### src/hdl/crlu_pkg.sv
`timescale 1ns / 1ps
// crlu_pkg: shared types, request and status codes for the crout lu block
// no dependencies

package crlu_pkg;

	localparam int MAX_ORDER_DEF = 64;
	localparam int DIV_STEPS     = 32;

	localparam logic [1:0] REQ_LOAD   = 2'd0;
	localparam logic [1:0] REQ_DECOMP = 2'd1;
	localparam logic [1:0] REQ_READ   = 2'd2;

	localparam logic [1:0] ST_OK        = 2'd0;
	localparam logic [1:0] ST_SINGULAR  = 2'd1;
	localparam logic [1:0] ST_SATURATED = 2'd2;

	localparam logic [6:0] SIZE_RESET = 7'd64;

	localparam logic signed [31:0] Q_ONE = 32'sh0001_0000;
	localparam logic signed [31:0] Q_MAX = 32'sh7fff_ffff;
	localparam logic signed [31:0] Q_MIN = 32'sh8000_0000;

	typedef struct packed {
		logic [1:0]         req_type;
		logic [5:0]         row;
		logic [5:0]         col;
		logic signed [31:0] value;
	} req_t;

	typedef struct packed {
		logic signed [31:0] lower_value;
		logic signed [31:0] upper_value;
		logic [1:0]         status;
	} rsp_t;

	typedef struct packed {
		logic               valid;
		logic               sat;
		logic signed [31:0] quo;
	} div_res_t;

endpackage

### src/hdl/crlu_divider.sv
`timescale 1ns / 1ps
// crlu_divider: radix-2 restoring divider for num * 2^16 / piv, saturating
// depends on crlu_pkg

module crlu_divider import crlu_pkg::*; (
	input  logic               clk,
	input  logic               arst_n,
	input  logic               start,
	input  logic signed [63:0] num,
	input  logic signed [31:0] piv,
	output div_res_t           res
);

	logic [63:0] un;
	logic [31:0] ud;
	logic        neg;
	logic        busy_q;
	logic [5:0]  cnt_q;
	logic [31:0] rem_q;
	logic [31:0] low_q;
	logic [31:0] quo_q;
	logic [31:0] ud_q;
	logic        neg_q;
	div_res_t    res_q;
	logic [32:0] trial;
	logic [32:0] diff;
	logic        ge;

	assign neg   = num[63] ^ piv[31];
	assign un    = num[63] ? 64'(-num) : 64'(num);
	assign ud    = piv[31] ? 32'(-piv) : 32'(piv);
	assign trial = {rem_q, low_q[31]};
	assign ge    = trial >= {1'b0, ud_q};
	assign diff  = trial - {1'b0, ud_q};
	assign res   = res_q;

	always_ff @(posedge clk or negedge arst_n) begin
		if (!arst_n) begin
			busy_q <= 1'b0;
			cnt_q  <= '0;
			res_q  <= '0;
		end else begin
			res_q.valid <= 1'b0;
			if (start) begin
				neg_q <= neg;
				ud_q  <= ud;
				if (un >= {16'h0, ud, 16'h0}) begin
					res_q.valid <= 1'b1;
					res_q.sat   <= 1'b1;
					res_q.quo   <= neg ? Q_MIN : Q_MAX;
				end else begin
					busy_q <= 1'b1;
					cnt_q  <= '0;
					rem_q  <= un[47:16];
					low_q  <= {un[15:0], 16'h0};
					quo_q  <= '0;
				end
			end else if (busy_q) begin
				if (cnt_q == 6'(DIV_STEPS)) begin
					busy_q      <= 1'b0;
					res_q.valid <= 1'b1;
					if (neg_q) begin
						res_q.sat <= quo_q > 32'h8000_0000;
						res_q.quo <= (quo_q > 32'h8000_0000) ? Q_MIN : 32'(-quo_q);
					end else begin
						res_q.sat <= quo_q[31];
						res_q.quo <= quo_q[31] ? Q_MAX : quo_q;
					end
				end else begin
					rem_q <= ge ? diff[31:0] : trial[31:0];
					low_q <= {low_q[30:0], 1'b0};
					quo_q <= {quo_q[30:0], ge};
					cnt_q <= cnt_q + 6'd1;
				end
			end
		end
	end

endmodule

### config.mk
export PLATFORM = sky130hd
export DESIGN_NAME = crlu_divider
export DESIGN_NICKNAME = d
export VERILOG_FILES = /design/src/hdl/crlu_pkg.sv /design/src/hdl/crlu_divider.sv
export SDC_FILE = /design/constraint.sdc
export NUM_CORES = 1
export LEC_CHECK = 0
export BUFFER_PORTS_ARGS = -buffer_cell sky130_fd_sc_hd__buf_2
export CAP_MARGIN = 10
export CORE_MARGIN = 5
export CORE_UTILIZATION = 30
export CTS_CLUSTER_SIZE = 20
export DETAILED_ROUTE_END_ITERATION = 7
export PLACE_DENSITY = 0.56
export SLEW_MARGIN = 20
export SYNTH_ARGS = -nofsm -noshare
export SYNTH_HDL_FRONTEND = slang
export SYNTH_SLANG_ARGS = --single-unit
### constraint.sdc
create_clock -name clk -period 5.1 [get_ports clk]
set_clock_uncertainty 0.1 [all_clocks]
set_input_delay 0.51 -clock clk [delete_from_list [all_inputs] [get_ports clk]]
set_output_delay 0.51 -clock clk [all_outputs]
set_load 0.02 [all_outputs]
==> flow_summary_export.csv, run 1 <==
group,metric,value,unit
status,status,"finished, violations left",
min_path,min_path_type,"primary input to async pin",
synth,netlist.area_leader.share,0.2751,
global_route,grt_max_degree,86,
synth,netlist_instances,1413,
floorplanning,placementRows,74,
floorplanning,ios,133,
drt,post-route-drc-count,0,
global_route,grt_util_all_layers,0.1703,
worst_setup_path,crit_cells,21,
clocking,insertion_delay,0.44,ns
synth,synth_area,12330,sq um
drt,drt-vias-per-instance,5.238,
timing,tightest_slew,0.9538,ns
synth,ys_types,78,
cells_and_area,drive_above_1_share,0.2628,
global_route,grt_pass1_vias,11140,
timing,setup_violations,121,
worst_setup_path,cp-end-kind,"register",
worst_setup_path,worstPathRequired,5.29,ns
timing,fmax,167.8,MHz
global_route,antenna_found_initial,12,
power_and_ir_drop,total_power,3708,uW
drt,wl_per_cell,18.15,microns
floorplanning,start_util,0.3028,
placement,gp_congestion,0.9002,
worst_setup_path,startpoint_type,"primary input",
drt,drtAntennaViolNets,0,
timing,fin_ws,-0.8610,ns
worst_setup_path,cp_num_buf_inv,4,
worst_setup_path,reg2reg_depth,12,
timing,max-slew-margin-rel,0.3641,
timing,holdWs,0.04742,ns
worst_setup_path,path_cells,"buf_6 > or4_4 > or3_4 > or3_4 > or4_4 > or4_4 > and2_4 > xnor2_4 > ha_4 > a21oi_2 > nand2_1 > a221o_1 > a211o_1 > a2111oi_4 > o2111ai_2 > buf_4 > or4_4 > o21ai_4 > buf_6 > clkbuf_16 > a32oi_1",
worst_setup_path,r2r-start,"quo_q[0]",
worst_setup_path,cp.arrival,6.15,ns
clocking,tritoncts,"built",
drt,wirelength,40520,microns
clocking,clk_pin_slew_worst_paths,0.08,ns
timing,finalCritPeriodShare,1.169,
floorplanning,die_area,45270,sq um
timing,rsz0062_at_grt,"true",
clocking,clockBufferDepth,2,
floorplanning,die_h,212.8,microns
cells_and_area,fin_area,16020,sq um
clocking,clock_sinks,154,
timing,hold_viol,0,
placement,hpwl,29290,microns
drt,dr.first_iter.drc_count,904,
global_route,grt_pass1_wl,61310,microns
worst_setup_path,reg2reg_to,"res[4]",
power_and_ir_drop,p_leak,0.006567,uW
drt,route.vias.total,11700,
synth,synth_common_cells,"139 x nor2_1, 113 x edfxtp_1, 110 x inv_1, 108 x nand2_1, 87 x a21oi_1",
worst_setup_path,slowest_stage,"or4_4",
global_route,grt_overflow_total,0,
synth,synth_area_leaders,"edfxtp_1 28%, dfrtp_1 8.3%, ha_1 7.0%, xnor2_1 4.5%, nor2_1 4.2%",
power_and_ir_drop,powerDensity,231.5,nW/um^2
synth,async_reset_ff_frac,0.2662,
timing,final_max_slew_viol_count,0,
floorplanning,placeableCoreArea,40740,sq um
job,maxCapViolations,0,
synth,synth_warnings,0,
synth,synth_flop_cell,"edfxtp_1",
clocking,htree_levels,4,
worst_setup_path,cp_slowest_stage_delay,0.53,ns
placement,placed_cell_area,14750,sq um
worst_setup_path,worst_path_dominant_cell_family,"simple AND/OR/NAND/NOR gates",
cells_and_area,areaGrowthSynthToFinish,29.87,%
synth,yosysMostFrequentCell,"nor2_1",
cells_and_area,fillers,4125,
cells_and_area,fin_nets,1853,
synth,synth_edf_count,113,
synth,ys_seq_area_frac,0.3583,
power_and_ir_drop,vdd.ir_drop.worst,0.2043,mV
worst_setup_path,r2r_setup_slack,1.20,ns
placement,portBuffers,132,
synth,synth_fp_nets,1582,
worst_setup_path,cp_max_fo,4,
clocking,cts_inserted_buffers,17,
clocking,clk_root_buffer_cell,"clkbuf_16",
floorplanning,dieWidth,212.8,microns
synth,postSynthAreaPerCell,8.729,sq um
worst_setup_path,crit_top_cell,"or4_4",
synth,yosysTopAreaCell,"edfxtp_1",
drt,dr.pass1.iters,5,
worst_setup_path,critPathKind,"primary input to register",
status,violations,"negative setup slack",
synth,synth_seq_cells,154,
timing,fin_crit,5.961,ns
-- routing by layer --
metal | routed length [microns] | GRT usage | share of wire
met3 | 2530 | 0.03482 | 0.062
met4 | 835 | 0.04392 | 0.021
met5 | 100 | 0 | 0.0025
met1 | 18870 | 0.2430 | 0.47
met2 | 18180 | 0.2649 | 0.45
-- cells by family (layout without fill, tap and decap cells) --
group / Yosys count / count (layout) / synth area share
AO/OA/AOI/OAI: 338 / 338 / 0.1921
adder cells (fa/ha/maj): 70 / 70 / 0.07162
flip-flops: 154 / 154 / 0.3583
buffers and inverters: 180 / 464 / 0.05681
other: 0 / 4 / 0
AND/OR/NAND/NOR: 535 / 535 / 0.2222
XOR/XNOR: 121 / 121 / 0.08592
multiplexers: 15 / 15 / 0.01309
-- state kept, by name, indices dropped and copies added, names as in the netlist --
| register | flops |
|---|---|
| low_q | 16 |
| rem_q | 32 |
| busy_q | 1 |
| cnt_q | 6 |
| ud_q | 32 |
| neg_q | 1 |
| res | 34 |
| quo_q | 32 |
-- final cells by class --
cell class                 instances  area, sq um  area share
clock inverter                    13        147.6    0.009217
inverter                         112        420.4     0.02624
timing repair buffer             320         2364      0.1475
clock buffer                      19        454.2     0.02835
sequential                       154         4419      0.2759
multi-input combinational       1079         7538      0.4706
tap                              532        665.6     0.04155
antenna                            4        10.01   0.0006249
-- placed cells by master, fill, tap and decap left out, drive strengths merged, types with 10 or more instances in the layout --
master and instances:
nand2 108, o21a 10, o31ai 22, nor4 20, nand3 30, buf 314
xnor2 64, and3 11, nor2 139, a21oi 88, nor2b 39, nor3 68
dfrtp 41, o41ai 14, xor2 57, o21ai 61, ha 69, a311oi 28
or4 23, nand2b 14, nand4 17, a31oi 21, clkbuf 25, edfxtp 113
and2 10, a211oi 30, or3 25, inv 119, a21o 14
-- through the flow --
stage,TNS [ns],utilization,worst slack [ns],instances
after floorplan,-154.81,-,-1.617,1413
after global placement,-133.31,0.3620,-1.130,2170
after detailed placement,-154.25,0.3620,-1.319,2170
after CTS,-84.84,0.3855,-0.7524,2218
after global routing,-115.23,0.3930,-1.001,2230
final,-96.76,0.3932,-0.8610,2233
-- worst max path at each step --
| stage | start | slack [ns] | end |
|---|---|---|---|
| floorplan | piv[10] | -1.62 | low_q[16] |
| global placement | piv[10] | -1.13 | res[30] |
| detailed placement | piv[10] | -1.32 | res[24] |
| CTS | piv[10] | -0.75 | rem_q[24] |
| global route | piv[10] | -1.00 | rem_q[31] |
| finish | piv[10] | -0.86 | res[28] |
-- where the power goes --
group	total, uW	internal (uW)	switching [uW]	leakage, uW
Sequential	1440	1410	26.3	0.00150
Clock	1330	726	608	0.000297
Combinational	939	409	529	0.00477
-- repair_timing --
item | 4_1_cts | 5_1_grt
setup endpoints to repair | 121 | 121
cloned | 6 | 9
pin swaps | 23 | 30
gates resized for setup | 22 | 40
buffers inserted | 11 | 9
hold buffers | 0 | 0
(Power assumes the default switching activity.)
==> inputs of run 2 (changes only) <==
BUFFER_PORTS_ARGS = -buffer_cell sky130_fd_sc_hd__clkbuf_2   (was -buffer_cell sky130_fd_sc_hd__buf_2)
==> flow_summary_export.csv, run 2 (synthesis gave the netlist of run 1 again) <==
group,metric,value,unit
clocking,htree_levels,4,
drt,wl_per_cell,17.92,microns
floorplanning,ios,133,
drt,drtAntennaViolNets,0,
global_route,grt_util_all_layers,0.1722,
placement,preCtsSetupSlack,-1.212,ns
clocking,clk_pin_slew_worst_paths,0.07,ns
drt,post-route-drc-count,0,
min_path,min_path_type,"primary input to register",
drt,dr.pass1.iters,5,
clocking,clockBufferDepth,2,
worst_setup_path,cp.arrival,5.79,ns
worst_setup_path,startpoint_type,"primary input",
cells_and_area,fin_nets,1855,
floorplanning,placementRows,74,
cells_and_area,layout_common_cells,"169 x buf_4, 138 x nor2_1, 130 x clkbuf_2, 113 x edfxtp_1, 109 x inv_1",
timing,finalCritPeriodShare,1.123,
placement,hpwl,29590,microns
worst_setup_path,cp_max_fo,5,
timing,tightest_slew,0.9495,ns
cells_and_area,fillers,4086,
timing,hold_viol,0,
clocking,clock_sinks,154,
floorplanning,placeableCoreArea,40740,sq um
floorplanning,start_util,0.3028,
timing,max-slew-margin-rel,0.3670,
timing,fmax,174.6,MHz
cells_and_area,utilization,0.3917,
drt,wirelength,40040,microns
cells_and_area,largest_reg_flops,34,
timing,fin_crit,5.727,ns
timing,final_max_slew_viol_count,0,
clocking,tritoncts,"built",
cells_and_area,layout_commonest_cell,"buf_4",
worst_setup_path,critPathKind,"primary input to register",
status,status,"finished, violations left",
clocking,clk_root_buffer_cell,"clkbuf_16",
cells_and_area,regArea,4419,sq um
worst_setup_path,slowest_stage,"or4_4",
worst_setup_path,cp-end-kind,"register",
timing,setup_violations,121,
timing,fin_ws,-0.6269,ns
power_and_ir_drop,p_leak,0.006604,uW
worst_setup_path,worstPathRequired,5.16,ns
cells_and_area,drive_above_1_share,0.2596,
power_and_ir_drop,powerDensity,230.7,nW/um^2
floorplanning,die_area,45270,sq um
power_and_ir_drop,vdd.ir_drop.worst,0.1309,mV
clocking,insertion_delay,0.44,ns
global_route,grt_max_degree,72,
clocking,cts_inserted_buffers,17,
global_route,grt_pass1_wl,62090,microns
placement,gp_congestion,0.8991,
timing,rsz0062_at_grt,"true",
drt,drt-vias-per-instance,5.262,
floorplanning,dieWidth,212.8,microns
cells_and_area,areaGrowthSynthToFinish,29.39,%
job,maxCapViolations,0,
global_route,grt_overflow_total,0,
global_route,grt_pass1_vias,11290,
floorplanning,die_h,212.8,microns
drt,dr.first_iter.drc_count,902,
drt,route.vias.total,11760,
worst_setup_path,cp_slowest_stage_delay,0.52,ns
worst_setup_path,path_cells,"buf_6 > or4_4 > or3_4 > or3_4 > or4_4 > or4_4 > o21ai_2 > xor2_1 > ha_1 > nand4_1 > inv_1 > a221o_1 > a211o_1 > a2111oi_4 > o2111ai_2 > nor4_4 > a31oi_2 > nor2b_4 > buf_8 > buf_6 > buf_16",
placement,portBuffers,132,
global_route,antenna_found_initial,10,
worst_setup_path,crit_top_cell,"or4_4",
cells_and_area,multi_input_area,7520,sq um
timing,tns,-67.29,ns
status,violations,"negative setup slack",
[run 2: stage by stage]
step	instance area [sq um]	power, uW	cells	hold WS [ns]
after floorplan	12430	1986	1413	0.1144
after global routing	15950	3864	2231	0.3168
after CTS	15720	3676	2221	0.2935
final	15960	3682	2234	0.3071
after detailed placement	14750	2353	2168	0.2628
after global placement	14750	2341	2168	0.2670
[run 2: timing repair]
action                                 CTS  global route
pin swaps                                7             5
gates cloned                             3             5
setup buffers                           17             7
hold buffers                             1             0
endpoints found under the hold margin    2             0
gates resized for setup                 28            18
setup endpoints to repair              121           121
[run 2: cell type report]
type	instances	area share
Sequential cell	154	0.2769
Clock buffer	17	0.02666
Inverter	112	0.02634
Tap cell	532	0.04171
Multi-Input combinational cell	1079	0.4712
Antenna cell	3	0.0004704
Clock inverter	15	0.01004
Timing Repair Buffer	322	0.1467
[run 2: worst paths after layout]
check                      slack [ns]   endpoint  cells after the start     start
max                             -0.63  low_q[26]                     21   piv[10]
max in group asynchronous        3.79     res[6]                      3    arst_n
min                              0.31    ud_q[0]                      2    piv[0]
min in group asynchronous        0.35   cnt_q[0]                      2    arst_n
min reg2reg                      0.43     res[0]                      2    res[0]
max reg2reg                      1.23     res[2]                     12  quo_q[0]
[run 2: critical path: cells and delay by family]
family                     cells  cell delay, ns
adders and majority gates      1            0.29
xor gates and xnor gates       1            0.22
and+or+nand+nor                8            2.80
buffers and inverters          5            0.53
AOI/OAI and AO/OA              6            1.41
[run 2: where the power goes]
| group | switching, uW | leakage (uW) | internal, uW |
|---|---|---|---|
| combinational | 537 | 0.00482 | 418 |
| clock | 597 | 0.000281 | 691 |
| sequential | 28.2 | 0.00150 | 1410 |
| total | 1160 | 0.00660 | 2520 |
[run 2: routing by layer]
| metal | routed length (microns) | share of wire | global-route usage | up-vias |
|---|---|---|---|---|
| li1 | - | - | - | 5745 |
| met1 | 18550 | 0.46 | 0.2420 | 5603 |
| met2 | 17850 | 0.45 | 0.2707 | 340 |
| met3 | 2730 | 0.068 | 0.03732 | 54 |
| met4 | 820 | 0.020 | 0.04458 | 14 |
| met5 | 86 | 0.0021 | 0 | - |
